$ cat src/sv/joystick_to_wheel_speed_mixer_defines.svh
// Shared assertion macros for the wheel speed mixer.
`ifndef JOYSTICK_TO_WHEEL_SPEED_MIXER_DEFINES_SVH
`define JOYSTICK_TO_WHEEL_SPEED_MIXER_DEFINES_SVH

// Same-cycle implication, checked outside reset.
`define JTWS_ASSERT_IMP(lbl, clk, rst_n, ante, cons, msg) \
	lbl: assert property (@(posedge clk) disable iff (!rst_n) (ante) |-> (cons)) \
		else $error(msg);

// Next-cycle implication, checked outside reset.
`define JTWS_ASSERT_NXT(lbl, clk, rst_n, ante, cons, msg) \
	lbl: assert property (@(posedge clk) disable iff (!rst_n) (ante) |=> (cons)) \
		else $error(msg);

`endif

$ cat src/sv/jtws_pkg.sv
`default_nettype none

package jtws_pkg;

	localparam int PEDAL_W = 13;
	localparam int ANGLE_W = 12;
	localparam int MAXSPD_W = 14;
	localparam int DBAND_W = 13;
	localparam int SPD_W = 14;
	localparam int OUT_W = 15;
	localparam int K_W = 10;
	localparam int SK_W = SPD_W + K_W;

	localparam logic [ANGLE_W-1:0] ANG_QUARTER = 12'd900;
	localparam logic [ANGLE_W-1:0] ANG_HALF = 12'd1800;
	localparam logic [ANGLE_W-1:0] ANG_THREE_Q = 12'd2700;
	localparam logic [ANGLE_W-1:0] ANG_FULL = 12'd3600;

	localparam logic [SPD_W-1:0] SPEED_LIMIT = 14'd10000;
	localparam logic [K_W-1:0] K_MAX = 10'd900;

	// floor(x / 900) == (x * RECIP_900) >> RECIP_SHIFT for every x below 2^24
	localparam int RECIP_W = 25;
	localparam int RECIP_SHIFT = 34;
	localparam logic [RECIP_W-1:0] RECIP_900 = 25'd19088744;

	localparam logic [MAXSPD_W-1:0] FULL_SCALE_RST = 14'd1000;
	localparam logic [DBAND_W-1:0] DEADBAND_RST = 13'd205;

	localparam logic REG_FULL_SCALE = 1'b0;
	localparam logic REG_DEADBAND = 1'b1;

	typedef enum logic [2:0] {
		SIDE_ZERO,
		SIDE_POS,
		SIDE_NEG,
		SIDE_POS_CURVE,
		SIDE_NEG_CURVE
	} side_t;

	typedef struct packed {
		side_t left_sel;
		side_t right_sel;
		logic  no_rule;
	} ctrl_t;

	typedef struct packed {
		ctrl_t              ctrl;
		logic [PEDAL_W-1:0] pedal;
		logic [K_W-1:0]     k;
	} dec_t;

	typedef struct packed {
		ctrl_t            ctrl;
		logic [SPD_W-1:0] spd;
		logic [SPD_W-1:0] q;
	} arith_t;

endpackage

`default_nettype wire

$ cat src/sv/joystick_to_wheel_speed_mixer.sv
// Joystick to wheel speed mixer for a six-wheel skid-steer base.
// Input stream (s_t*): one joystick sample per transaction; s_tdata carries
//   front pedal and back pedal (Q1.12) and stick angle (0.1 degree units).
// Output stream (m_t*): one result per sample, in order; m_tdata carries the
//   left and right side speeds in mm/s (two's complement), m_tuser raises
//   when no sector rule covered the sample and both speeds are forced to 0.
// APB port: full-scale speed at byte 0, deadband at byte 4; write only while idle.
// Pipeline: 5 register stages (decode, scale by full-scale speed, multiply
//   by angle offset, reciprocal divide by 900, mix); m_tvalid comes from
//   the mix stage register.
// Throughput: one sample per cycle while m_tready is high; each of the five
//   pipeline registers holds one sample, and one multiplier in each of stages 2 to 4 sets the depth.
// Stall: when m_tready is low the last stage holds its result; earlier
//   stages keep filling until each holds a sample, so the pipeline holds
//   five samples in all before s_tready drops.
// Reset: pipeline empties, full-scale speed returns to 1000 and deadband to 205.
`default_nettype none

module joystick_to_wheel_speed_mixer (
	input  wire logic        clk,
	input  wire logic        arst_n,
	// slave stream
	input  wire logic        s_tvalid,
	output logic             s_tready,
	input  wire logic [39:0] s_tdata,  // [12:0] front_pedal, [25:13] back_pedal,
	                                   // [37:26] stick_angle, [39:38] zero
	// master stream
	output logic             m_tvalid,
	input  wire logic        m_tready,
	output logic [31:0]      m_tdata,  // [14:0] left_speed, [29:15] right_speed,
	                                   // [31:30] zero
	output logic [0:0]       m_tuser,  // [0] no_rule
	// configuration
	input  wire logic        psel,
	input  wire logic        penable,
	input  wire logic        pwrite,
	input  wire logic [2:0]  paddr,
	input  wire logic [31:0] pwdata,
	output logic [31:0]      prdata,
	output logic             pready
);

	logic [jtws_pkg::MAXSPD_W-1:0] full_scale_q;
	logic [jtws_pkg::DBAND_W-1:0]  deadband_q;
	logic                          reg_sel;

	logic                          dec_valid, dec_ready;
	jtws_pkg::dec_t                dec_data;
	logic                          ar_valid, ar_ready;
	jtws_pkg::arith_t              ar_data;
	logic signed [jtws_pkg::OUT_W-1:0] left_speed, right_speed;
	logic                          no_rule;

	// Registers: word addressed, low address bits ignored.
	assign pready = 1'b1;
	assign reg_sel = paddr[2];

	always_ff @(posedge clk or negedge arst_n) begin
		if (!arst_n) begin
			full_scale_q <= jtws_pkg::FULL_SCALE_RST;
			deadband_q <= jtws_pkg::DEADBAND_RST;
		end else if (psel && penable && pwrite && pready) begin
			unique case (reg_sel)
				jtws_pkg::REG_FULL_SCALE: full_scale_q <= pwdata[jtws_pkg::MAXSPD_W-1:0];
				jtws_pkg::REG_DEADBAND:   deadband_q <= pwdata[jtws_pkg::DBAND_W-1:0];
				default: ;
			endcase
		end
	end

	always_comb begin
		unique case (reg_sel)
			jtws_pkg::REG_FULL_SCALE: prdata = 32'(full_scale_q);
			jtws_pkg::REG_DEADBAND:   prdata = 32'(deadband_q);
			default:                  prdata = '0;
		endcase
	end

	// Stage 1: pedal classification and angle sector decode.
	jtws_decode u_decode (
		.clk         (clk),
		.arst_n      (arst_n),
		.in_valid    (s_tvalid),
		.in_ready    (s_tready),
		.front_pedal (s_tdata[12:0]),
		.back_pedal  (s_tdata[25:13]),
		.stick_angle (s_tdata[37:26]),
		.deadband    (deadband_q),
		.out_valid   (dec_valid),
		.out_ready   (dec_ready),
		.out_data    (dec_data)
	);

	// Stages 2 to 4: speed scaling, curve product, divide by 900.
	jtws_arith u_arith (
		.clk        (clk),
		.arst_n     (arst_n),
		.in_valid   (dec_valid),
		.in_ready   (dec_ready),
		.in_data    (dec_data),
		.full_scale (full_scale_q),
		.out_valid  (ar_valid),
		.out_ready  (ar_ready),
		.out_data   (ar_data)
	);

	// Stage 5: side mixing into the output register.
	jtws_out u_out (
		.clk         (clk),
		.arst_n      (arst_n),
		.in_valid    (ar_valid),
		.in_ready    (ar_ready),
		.in_data     (ar_data),
		.out_valid   (m_tvalid),
		.out_ready   (m_tready),
		.left_speed  (left_speed),
		.right_speed (right_speed),
		.no_rule     (no_rule)
	);

	assign m_tdata = {2'b00, right_speed, left_speed};
	assign m_tuser = no_rule;

endmodule

`default_nettype wire

$ cat src/sv/jtws_decode.sv
`default_nettype none

module jtws_decode (
	input  wire logic                            clk,
	input  wire logic                            arst_n,
	input  wire logic                            in_valid,
	output logic                                 in_ready,
	input  wire logic [jtws_pkg::PEDAL_W-1:0]    front_pedal,
	input  wire logic [jtws_pkg::PEDAL_W-1:0]    back_pedal,
	input  wire logic [jtws_pkg::ANGLE_W-1:0]    stick_angle,
	input  wire logic [jtws_pkg::DBAND_W-1:0]    deadband,
	output logic                                 out_valid,
	input  wire logic                            out_ready,
	output jtws_pkg::dec_t                       out_data
);

	logic            fa, ba, fi, bi;
	jtws_pkg::dec_t  dec;
	logic            valid_s1;
	jtws_pkg::dec_t  dec_s1;

	always_comb begin
		fa = front_pedal > deadband;
		ba = back_pedal > deadband;
		fi = front_pedal < deadband;
		bi = back_pedal < deadband;

		dec.ctrl.left_sel = jtws_pkg::SIDE_ZERO;
		dec.ctrl.right_sel = jtws_pkg::SIDE_ZERO;
		dec.ctrl.no_rule = 1'b0;
		dec.pedal = fa ? front_pedal : back_pedal;
		dec.k = '0;

		if ((fi && bi) || (fa && ba)) begin
			dec.ctrl.no_rule = 1'b0;
		end else if (fa) begin
			if (stick_angle <= jtws_pkg::ANG_QUARTER) begin
				dec.ctrl.left_sel = jtws_pkg::SIDE_POS_CURVE;
				dec.ctrl.right_sel = jtws_pkg::SIDE_POS;
				dec.k = jtws_pkg::K_W'(jtws_pkg::ANG_QUARTER - stick_angle);
			end else if (stick_angle <= jtws_pkg::ANG_HALF) begin
				dec.ctrl.left_sel = jtws_pkg::SIDE_POS;
				dec.ctrl.right_sel = jtws_pkg::SIDE_POS_CURVE;
				dec.k = jtws_pkg::K_W'(stick_angle - jtws_pkg::ANG_QUARTER);
			end else if (stick_angle <= jtws_pkg::ANG_THREE_Q) begin
				dec.ctrl.left_sel = jtws_pkg::SIDE_POS;
				dec.ctrl.right_sel = jtws_pkg::SIDE_NEG;
			end else if (stick_angle <= jtws_pkg::ANG_FULL) begin
				dec.ctrl.left_sel = jtws_pkg::SIDE_NEG;
				dec.ctrl.right_sel = jtws_pkg::SIDE_POS;
			end else begin
				dec.ctrl.no_rule = 1'b1;
			end
		end else if (ba) begin
			if (stick_angle == jtws_pkg::ANG_QUARTER) begin
				dec.ctrl.left_sel = jtws_pkg::SIDE_NEG;
				dec.ctrl.right_sel = jtws_pkg::SIDE_NEG;
			end else if (stick_angle > jtws_pkg::ANG_HALF &&
				stick_angle <= jtws_pkg::ANG_THREE_Q) begin
				dec.ctrl.left_sel = jtws_pkg::SIDE_NEG;
				dec.ctrl.right_sel = jtws_pkg::SIDE_NEG_CURVE;
				dec.k = jtws_pkg::K_W'(jtws_pkg::ANG_THREE_Q - stick_angle);
			end else if (stick_angle > jtws_pkg::ANG_THREE_Q &&
				stick_angle <= jtws_pkg::ANG_FULL) begin
				dec.ctrl.left_sel = jtws_pkg::SIDE_NEG_CURVE;
				dec.ctrl.right_sel = jtws_pkg::SIDE_NEG;
				dec.k = jtws_pkg::K_W'(stick_angle - jtws_pkg::ANG_THREE_Q);
			end else begin
				dec.ctrl.no_rule = 1'b1;
			end
		end else begin
			// a pedal exactly at the deadband with the other one not above it
			dec.ctrl.no_rule = 1'b1;
		end
	end

	assign in_ready = !valid_s1 || out_ready;

	always_ff @(posedge clk or negedge arst_n) begin
		if (!arst_n) begin
			valid_s1 <= 1'b0;
		end else if (in_ready) begin
			valid_s1 <= in_valid;
		end
	end

	always_ff @(posedge clk) begin
		if (in_ready && in_valid) begin
			dec_s1 <= dec;
		end
	end

	assign out_valid = valid_s1;
	assign out_data = dec_s1;

endmodule

`default_nettype wire

$ cat src/sv/jtws_arith.sv
`default_nettype none
`include "joystick_to_wheel_speed_mixer_defines.svh"

module jtws_arith (
	input  wire logic                             clk,
	input  wire logic                             arst_n,
	input  wire logic                             in_valid,
	output logic                                  in_ready,
	input  wire jtws_pkg::dec_t                   in_data,
	input  wire logic [jtws_pkg::MAXSPD_W-1:0]    full_scale,
	output logic                                  out_valid,
	input  wire logic                             out_ready,
	output jtws_pkg::arith_t                      out_data
);

	localparam int PROD_W = jtws_pkg::PEDAL_W + jtws_pkg::MAXSPD_W;
	localparam int QP_W = jtws_pkg::SK_W + jtws_pkg::RECIP_W;

	logic [PROD_W-1:0]            prod;
	logic [PROD_W-13:0]           p_shr;
	logic [jtws_pkg::SPD_W-1:0]   spd_sat;
	logic [jtws_pkg::SK_W-1:0]    sk;
	logic [QP_W-1:0]              qp;

	logic                         valid_s2, valid_s3, valid_s4;
	logic                         ready_s3, ready_s4;
	jtws_pkg::ctrl_t              ctrl_s2, ctrl_s3, ctrl_s4;
	logic [jtws_pkg::K_W-1:0]     k_s2;
	logic [jtws_pkg::SPD_W-1:0]   spd_s2, spd_s3, spd_s4;
	logic [jtws_pkg::SK_W-1:0]    sk_s3;
	logic [jtws_pkg::SPD_W-1:0]   q_s4;

	// stage 2: pedal scaled by full-scale speed, Q1.12 fraction dropped, clamped
	assign prod = PROD_W'(in_data.pedal) * PROD_W'(full_scale);
	assign p_shr = prod[PROD_W-1:12];
	assign spd_sat = (p_shr > (PROD_W-12)'(jtws_pkg::SPEED_LIMIT)) ?
		jtws_pkg::SPEED_LIMIT : jtws_pkg::SPD_W'(p_shr);

	// stage 3: speed times angle offset
	assign sk = jtws_pkg::SK_W'(spd_s2) * jtws_pkg::SK_W'(k_s2);

	// stage 4: divide by 900 through the reciprocal
	assign qp = QP_W'(sk_s3) * QP_W'(jtws_pkg::RECIP_900);

	assign ready_s4 = !valid_s4 || out_ready;
	assign ready_s3 = !valid_s3 || ready_s4;
	assign in_ready = !valid_s2 || ready_s3;

	always_ff @(posedge clk or negedge arst_n) begin
		if (!arst_n) begin
			valid_s2 <= 1'b0;
			valid_s3 <= 1'b0;
			valid_s4 <= 1'b0;
		end else begin
			if (in_ready) begin
				valid_s2 <= in_valid;
			end
			if (ready_s3) begin
				valid_s3 <= valid_s2;
			end
			if (ready_s4) begin
				valid_s4 <= valid_s3;
			end
		end
	end

	always_ff @(posedge clk) begin
		if (in_ready && in_valid) begin
			ctrl_s2 <= in_data.ctrl;
			k_s2 <= in_data.k;
			spd_s2 <= spd_sat;
		end
		if (ready_s3 && valid_s2) begin
			ctrl_s3 <= ctrl_s2;
			spd_s3 <= spd_s2;
			sk_s3 <= sk;
		end
		if (ready_s4 && valid_s3) begin
			ctrl_s4 <= ctrl_s3;
			spd_s4 <= spd_s3;
			q_s4 <= qp[jtws_pkg::RECIP_SHIFT +: jtws_pkg::SPD_W];
		end
	end

	assign out_valid = valid_s4;
	assign out_data.ctrl = ctrl_s4;
	assign out_data.spd = spd_s4;
	assign out_data.q = q_s4;

	`JTWS_ASSERT_IMP(a_spd_clamped, clk, arst_n, valid_s2, spd_s2 <= jtws_pkg::SPEED_LIMIT, "speed above limit")
	`JTWS_ASSERT_IMP(a_k_range, clk, arst_n, valid_s2, k_s2 <= jtws_pkg::K_MAX, "angle offset above 900")
	`JTWS_ASSERT_IMP(a_q_le_spd, clk, arst_n, valid_s4, q_s4 <= spd_s4, "quotient above speed")
	`JTWS_ASSERT_NXT(a_s4_hold, clk, arst_n, valid_s4 && !out_ready, valid_s4, "stalled item lost")

endmodule

`default_nettype wire

$ cat src/sv/jtws_out.sv
`default_nettype none
`include "joystick_to_wheel_speed_mixer_defines.svh"

module jtws_out (
	input  wire logic                          clk,
	input  wire logic                          arst_n,
	input  wire logic                          in_valid,
	output logic                               in_ready,
	input  wire jtws_pkg::arith_t              in_data,
	output logic                               out_valid,
	input  wire logic                          out_ready,
	output logic signed [jtws_pkg::OUT_W-1:0]  left_speed,
	output logic signed [jtws_pkg::OUT_W-1:0]  right_speed,
	output logic                               no_rule
);

	logic signed [jtws_pkg::OUT_W-1:0] sp, cv, left_v, right_v;
	logic                              valid_s5;
	logic signed [jtws_pkg::OUT_W-1:0] left_s5, right_s5;
	logic                              no_rule_s5;

	function automatic logic signed [jtws_pkg::OUT_W-1:0] side_val(
		input jtws_pkg::side_t             sel,
		input logic signed [jtws_pkg::OUT_W-1:0] s,
		input logic signed [jtws_pkg::OUT_W-1:0] c
	);
		case (sel)
			jtws_pkg::SIDE_POS:       side_val = s;
			jtws_pkg::SIDE_NEG:       side_val = -s;
			jtws_pkg::SIDE_POS_CURVE: side_val = c;
			jtws_pkg::SIDE_NEG_CURVE: side_val = -c;
			default:                  side_val = '0;
		endcase
	endfunction

	// stage 5: curve = s - s*k/900, then apply each side's sign
	assign sp = $signed({1'b0, in_data.spd});
	assign cv = $signed({1'b0, in_data.spd - in_data.q});
	assign left_v = side_val(in_data.ctrl.left_sel, sp, cv);
	assign right_v = side_val(in_data.ctrl.right_sel, sp, cv);

	assign in_ready = !valid_s5 || out_ready;

	always_ff @(posedge clk or negedge arst_n) begin
		if (!arst_n) begin
			valid_s5 <= 1'b0;
		end else if (in_ready) begin
			valid_s5 <= in_valid;
		end
	end

	always_ff @(posedge clk) begin
		if (in_ready && in_valid) begin
			left_s5 <= left_v;
			right_s5 <= right_v;
			no_rule_s5 <= in_data.ctrl.no_rule;
		end
	end

	assign out_valid = valid_s5;
	assign left_speed = left_s5;
	assign right_speed = right_s5;
	assign no_rule = no_rule_s5;

	`JTWS_ASSERT_IMP(a_no_rule_zero, clk, arst_n, valid_s5 && no_rule_s5, left_s5 == '0 && right_s5 == '0, "speeds not zero without rule")

endmodule

`default_nettype wire

$ cat config.mk
export PLATFORM = sky130hd
export DESIGN_NAME = joystick_to_wheel_speed_mixer
export DESIGN_NICKNAME = d
export VERILOG_FILES = /design/src/sv/jtws_pkg.sv /design/src/sv/joystick_to_wheel_speed_mixer.sv /design/src/sv/jtws_decode.sv /design/src/sv/jtws_arith.sv /design/src/sv/jtws_out.sv
export VERILOG_INCLUDE_DIRS = /design/src /design/src/sv
export SDC_FILE = /design/constraint.sdc
export NUM_CORES = 2
export LEC_CHECK = 0
export ABC_AREA = 0
export BUFFER_PORTS_ARGS = -buffer_cell sky130_fd_sc_hd__buf_2
export CAP_MARGIN = 20
export CORE_ASPECT_RATIO = 0.6
export CORE_MARGIN = 3
export CORE_UTILIZATION = 45
export DETAILED_ROUTE_END_ITERATION = 7
export SETUP_SLACK_MARGIN = 0.15
export SKIP_LAST_GASP = 1
export SLEW_MARGIN = 20
export SYNTH_ARGS = -nofsm -noshare
export SYNTH_HDL_FRONTEND = slang
export SYNTH_HIERARCHICAL = 1
export SYNTH_SLANG_ARGS = --single-unit
$ cat constraint.sdc
create_clock -name clk -period 8.2 [get_ports clk]
set_clock_uncertainty 0.05 [all_clocks]
set_input_delay 0.82 -clock clk [delete_from_list [all_inputs] [get_ports clk]]
set_output_delay 0.82 -clock clk [all_outputs]
set_load 0.01 [all_outputs]
==> run summary <==
TritonRoute pass-1 iters: 5
post-CTS setup buffer count: 0
asr flop ratio synth: 15.69%
Global Route Usage Sum: 21.70%
Fin. Hold Viols: 0
Max FO, Critical Path: 8
clock root cell: clkbuf_16
endpoints failing setup: 0
CTS clk-pin slew, worst paths: 0.06 ns
unrepaired setup endpoints after global routing: false
routed vias/inst: 5.436
GRT met2 Usage: 29.99%
clock tree buffer depth: 3
fin nets: 3806
met1 Track Usage GR: 35.62%
Layout Cells excl Fill: 3795
Layout area overhead: 6.634%
initial antenna violation count: 0
busiest grt layer: met1
worst-margin pin slew: 1.047 ns
Fillers: 5812
Synth top area share: 25.92%
clock sinks: 204
Post-DP Area: 0.03027 mm2
WHS: 0.3098 ns
first-pass GRT wire length: 118100 um
fin crit period: 7.031 ns
HPWL after DPL: 59200 um
post-route ant nets: 0
Max Fclk: 142.2 MHz
# resized after CTS: 0
most frequent cell after synthesis: inv_1
1st-iter DRT viols: 1731
Routed wire per std cell: 19.04 um
Sequential cell area: 0.005979 mm2
Yosys top cell by area: fa_1
synthesized cell area: 0.02912 mm2
Clock Latency Late Sink: 0.55 ns
placed insts: 3755
WL final: 72240 um
gp weighted congestion: 0.9137
Setup TNS Final: 0 ns
max-slew violation count: 0
Ys Warns: 6
hold_buf cts: 0
Buffers on Ports: 106
Final period util: 85.75%
layout cell share with drive strength beyond 1: 8.897%
core area: 0.06334 mm2
final cell area excluding filler cells: 0.03105 mm2
syn_area_per_cell: 10.05 um2
Worst Hold Class: in2async
vias in the first global route: 21380
initial core utilization: 45.98%
Syn Inst Count: 2898
number of buffers created by CTS: 22
Post-synth EDFFs: 172
#FFs+latches synth: 204
die height: 203.1 um
number of antenna diodes: 0
Arrival @ worst endpoint: 7.26 ns
max_slew headroom: 30.22%
total gr overflow: 0
DR DRC count: 0
CP endpoint kind: flop
die area: 0.06790 mm2
status: completed
post-synth cell types: 90
row cnt: 71
die width: 334.4 um
CTS tree: built
largest net degree at the start of global routing: 46
largest cells by area after synthesis: fa_1, edfxtp_1, ha_1
Multi-input gate area: 0.02067 mm2
routed vias: 20630
H-tree depth: 1
num ports: 150
GR Layer Usage met3: 3.845%
WP data required: 8.43 ns
Post-synth top flop: edfxtp_1
max cap viols: 0
crit path kind: reg2reg
top cells by count, synth: inv_1, ha_1, fa_1
post-synthesis sequential area ratio: 20.53%
startpoint types: flop
==> through the flow <==
stage / setup slack [ns] / util [%]
global placement: 1.225 / 47.79
floorplan: 2.050 / -
detailed placement: 1.261 / 47.79
global route: 0.8065 / 49.03
CTS: 1.182 / 49.02
finish: 1.169 / 49.03
==> layout make-up <==
cell class | instances | share of cell area, %
clock buffer | 28 | 1.942
clock inverter | 12 | 0.5762
inverter | 521 | 6.298
multi-input combinational | 2073 | 66.55
sequential | 204 | 19.26
tap | 839 | 3.380
timing repair buffer | 118 | 1.998
==> per-layer routing <==
metal / part of all wire [%] / vias to the layer above
met5: 0 / -
met4: 1.0 / 0
met3: 7.1 / 49
met2: 39 / 634
met1: 52 / 10280
li1: - / 9664
==> registers in the layout, indices dropped and copies added (netlist names), 7 cells and up <==
name               cells
u_decode/out_data     30
u_arith/spd_s3        14
u_arith/out_data       7
u_arith/spd_s2        14
u_arith/q_s4          14
u_arith/spd_s4        14
deadband_q            13
u_out/right_speed     15
u_arith/ctrl_s3        7
u_out/left_speed      15
u_arith/ctrl_s2        7
u_arith/k_s2          10
u_arith/sk_s3         24
full_scale_q          14
==> placed cells by master, fill, tap and decap left out, drive strengths merged, types with 11 or more instances in the layout <==
| cell | Yosys | layout |
|---|---|---|
| dfrtp | 21 | 21 |
| xor2 | 33 | 33 |
| o21a | 17 | 17 |
| nand3 | 32 | 32 |
| xnor2 | 51 | 51 |
| or3 | 20 | 20 |
| o211ai | 15 | 15 |
| edfxtp | 172 | 172 |
| dfstp | 11 | 11 |
| ha | 407 | 407 |
| a22oi | 21 | 21 |
| o21ai | 76 | 76 |
| buf | 40 | 118 |
| o22ai | 36 | 36 |
| nor3 | 45 | 45 |
| conb | 2 | 21 |
| a21oi | 91 | 91 |
| a21o | 36 | 36 |
| nand2b | 19 | 19 |
| nor2 | 92 | 92 |
| fa | 377 | 377 |
| a211oi | 17 | 17 |
| nand4 | 18 | 18 |
| clkbuf | 79 | 28 |
| nand2 | 239 | 239 |
| mux2 | 63 | 63 |
| and3 | 13 | 13 |
| inv | 521 | 521 |
| nor4 | 12 | 12 |
| and2 | 169 | 169 |
==> path summary, 6_finish.rpt <==
check | start | end | slack [ns] | cells after the start
max in group asynchronous | arst_n | full_scale_q[1]$_DFFE_PN0P_ | 7.27 | 1
min | arst_n | u_out/out_valid$_DFFE_PN0N_ | 0.31 | 1
max reg2reg | u_arith/sk_s3[4]$_DFFE_PP_ | u_arith/q_s4[13]$_DFFE_PP_ | 1.17 | 19
max | u_arith/sk_s3[4]$_DFFE_PP_ | u_arith/q_s4[13]$_DFFE_PP_ | 1.17 | 19
min in group clk | u_arith/ctrl_s2[1]$_DFFE_PP_ | u_arith/ctrl_s3[1]$_DFFE_PP_ | 0.36 | 0
min reg2reg | u_arith/ctrl_s2[1]$_DFFE_PP_ | u_arith/ctrl_s3[1]$_DFFE_PP_ | 0.36 | 0
==> worst max-delay path: stages, from the launching register on <==
cell	delay, ns
edfxtp_1	0.63
ha_1	0.45
ha_1	0.25
fa_1	0.54
inv_1	0.05
fa_1	0.48
inv_1	0.07
fa_1	0.53
fa_1	0.53
fa_1	0.52
ha_1	0.35
and4_1	0.25
and4_1	0.24
nand2_1	0.07
o31ai_1	0.43
o21ai_0	0.23
nand3_1	0.21
nor3b_1	0.49
nor2_1	0.12
a211o_1	0.27
==> cells by family (layout without fill, tap and decap cells) <==
family	after synthesis	after routing	share of synthesized area [%]
fa+ha+maj	784	784	43.40
simple gates	703	703	12.38
buf+inv	640	679	8.761
compound gates	409	409	9.457
flops	204	204	20.53
xor+xnor	85	85	2.604
mux	71	71	2.840
other cells	2	21	0.02579
Power is not shown: default switching activity piles up to over one toggle a cycle in this logic, so the estimate is an artifact.
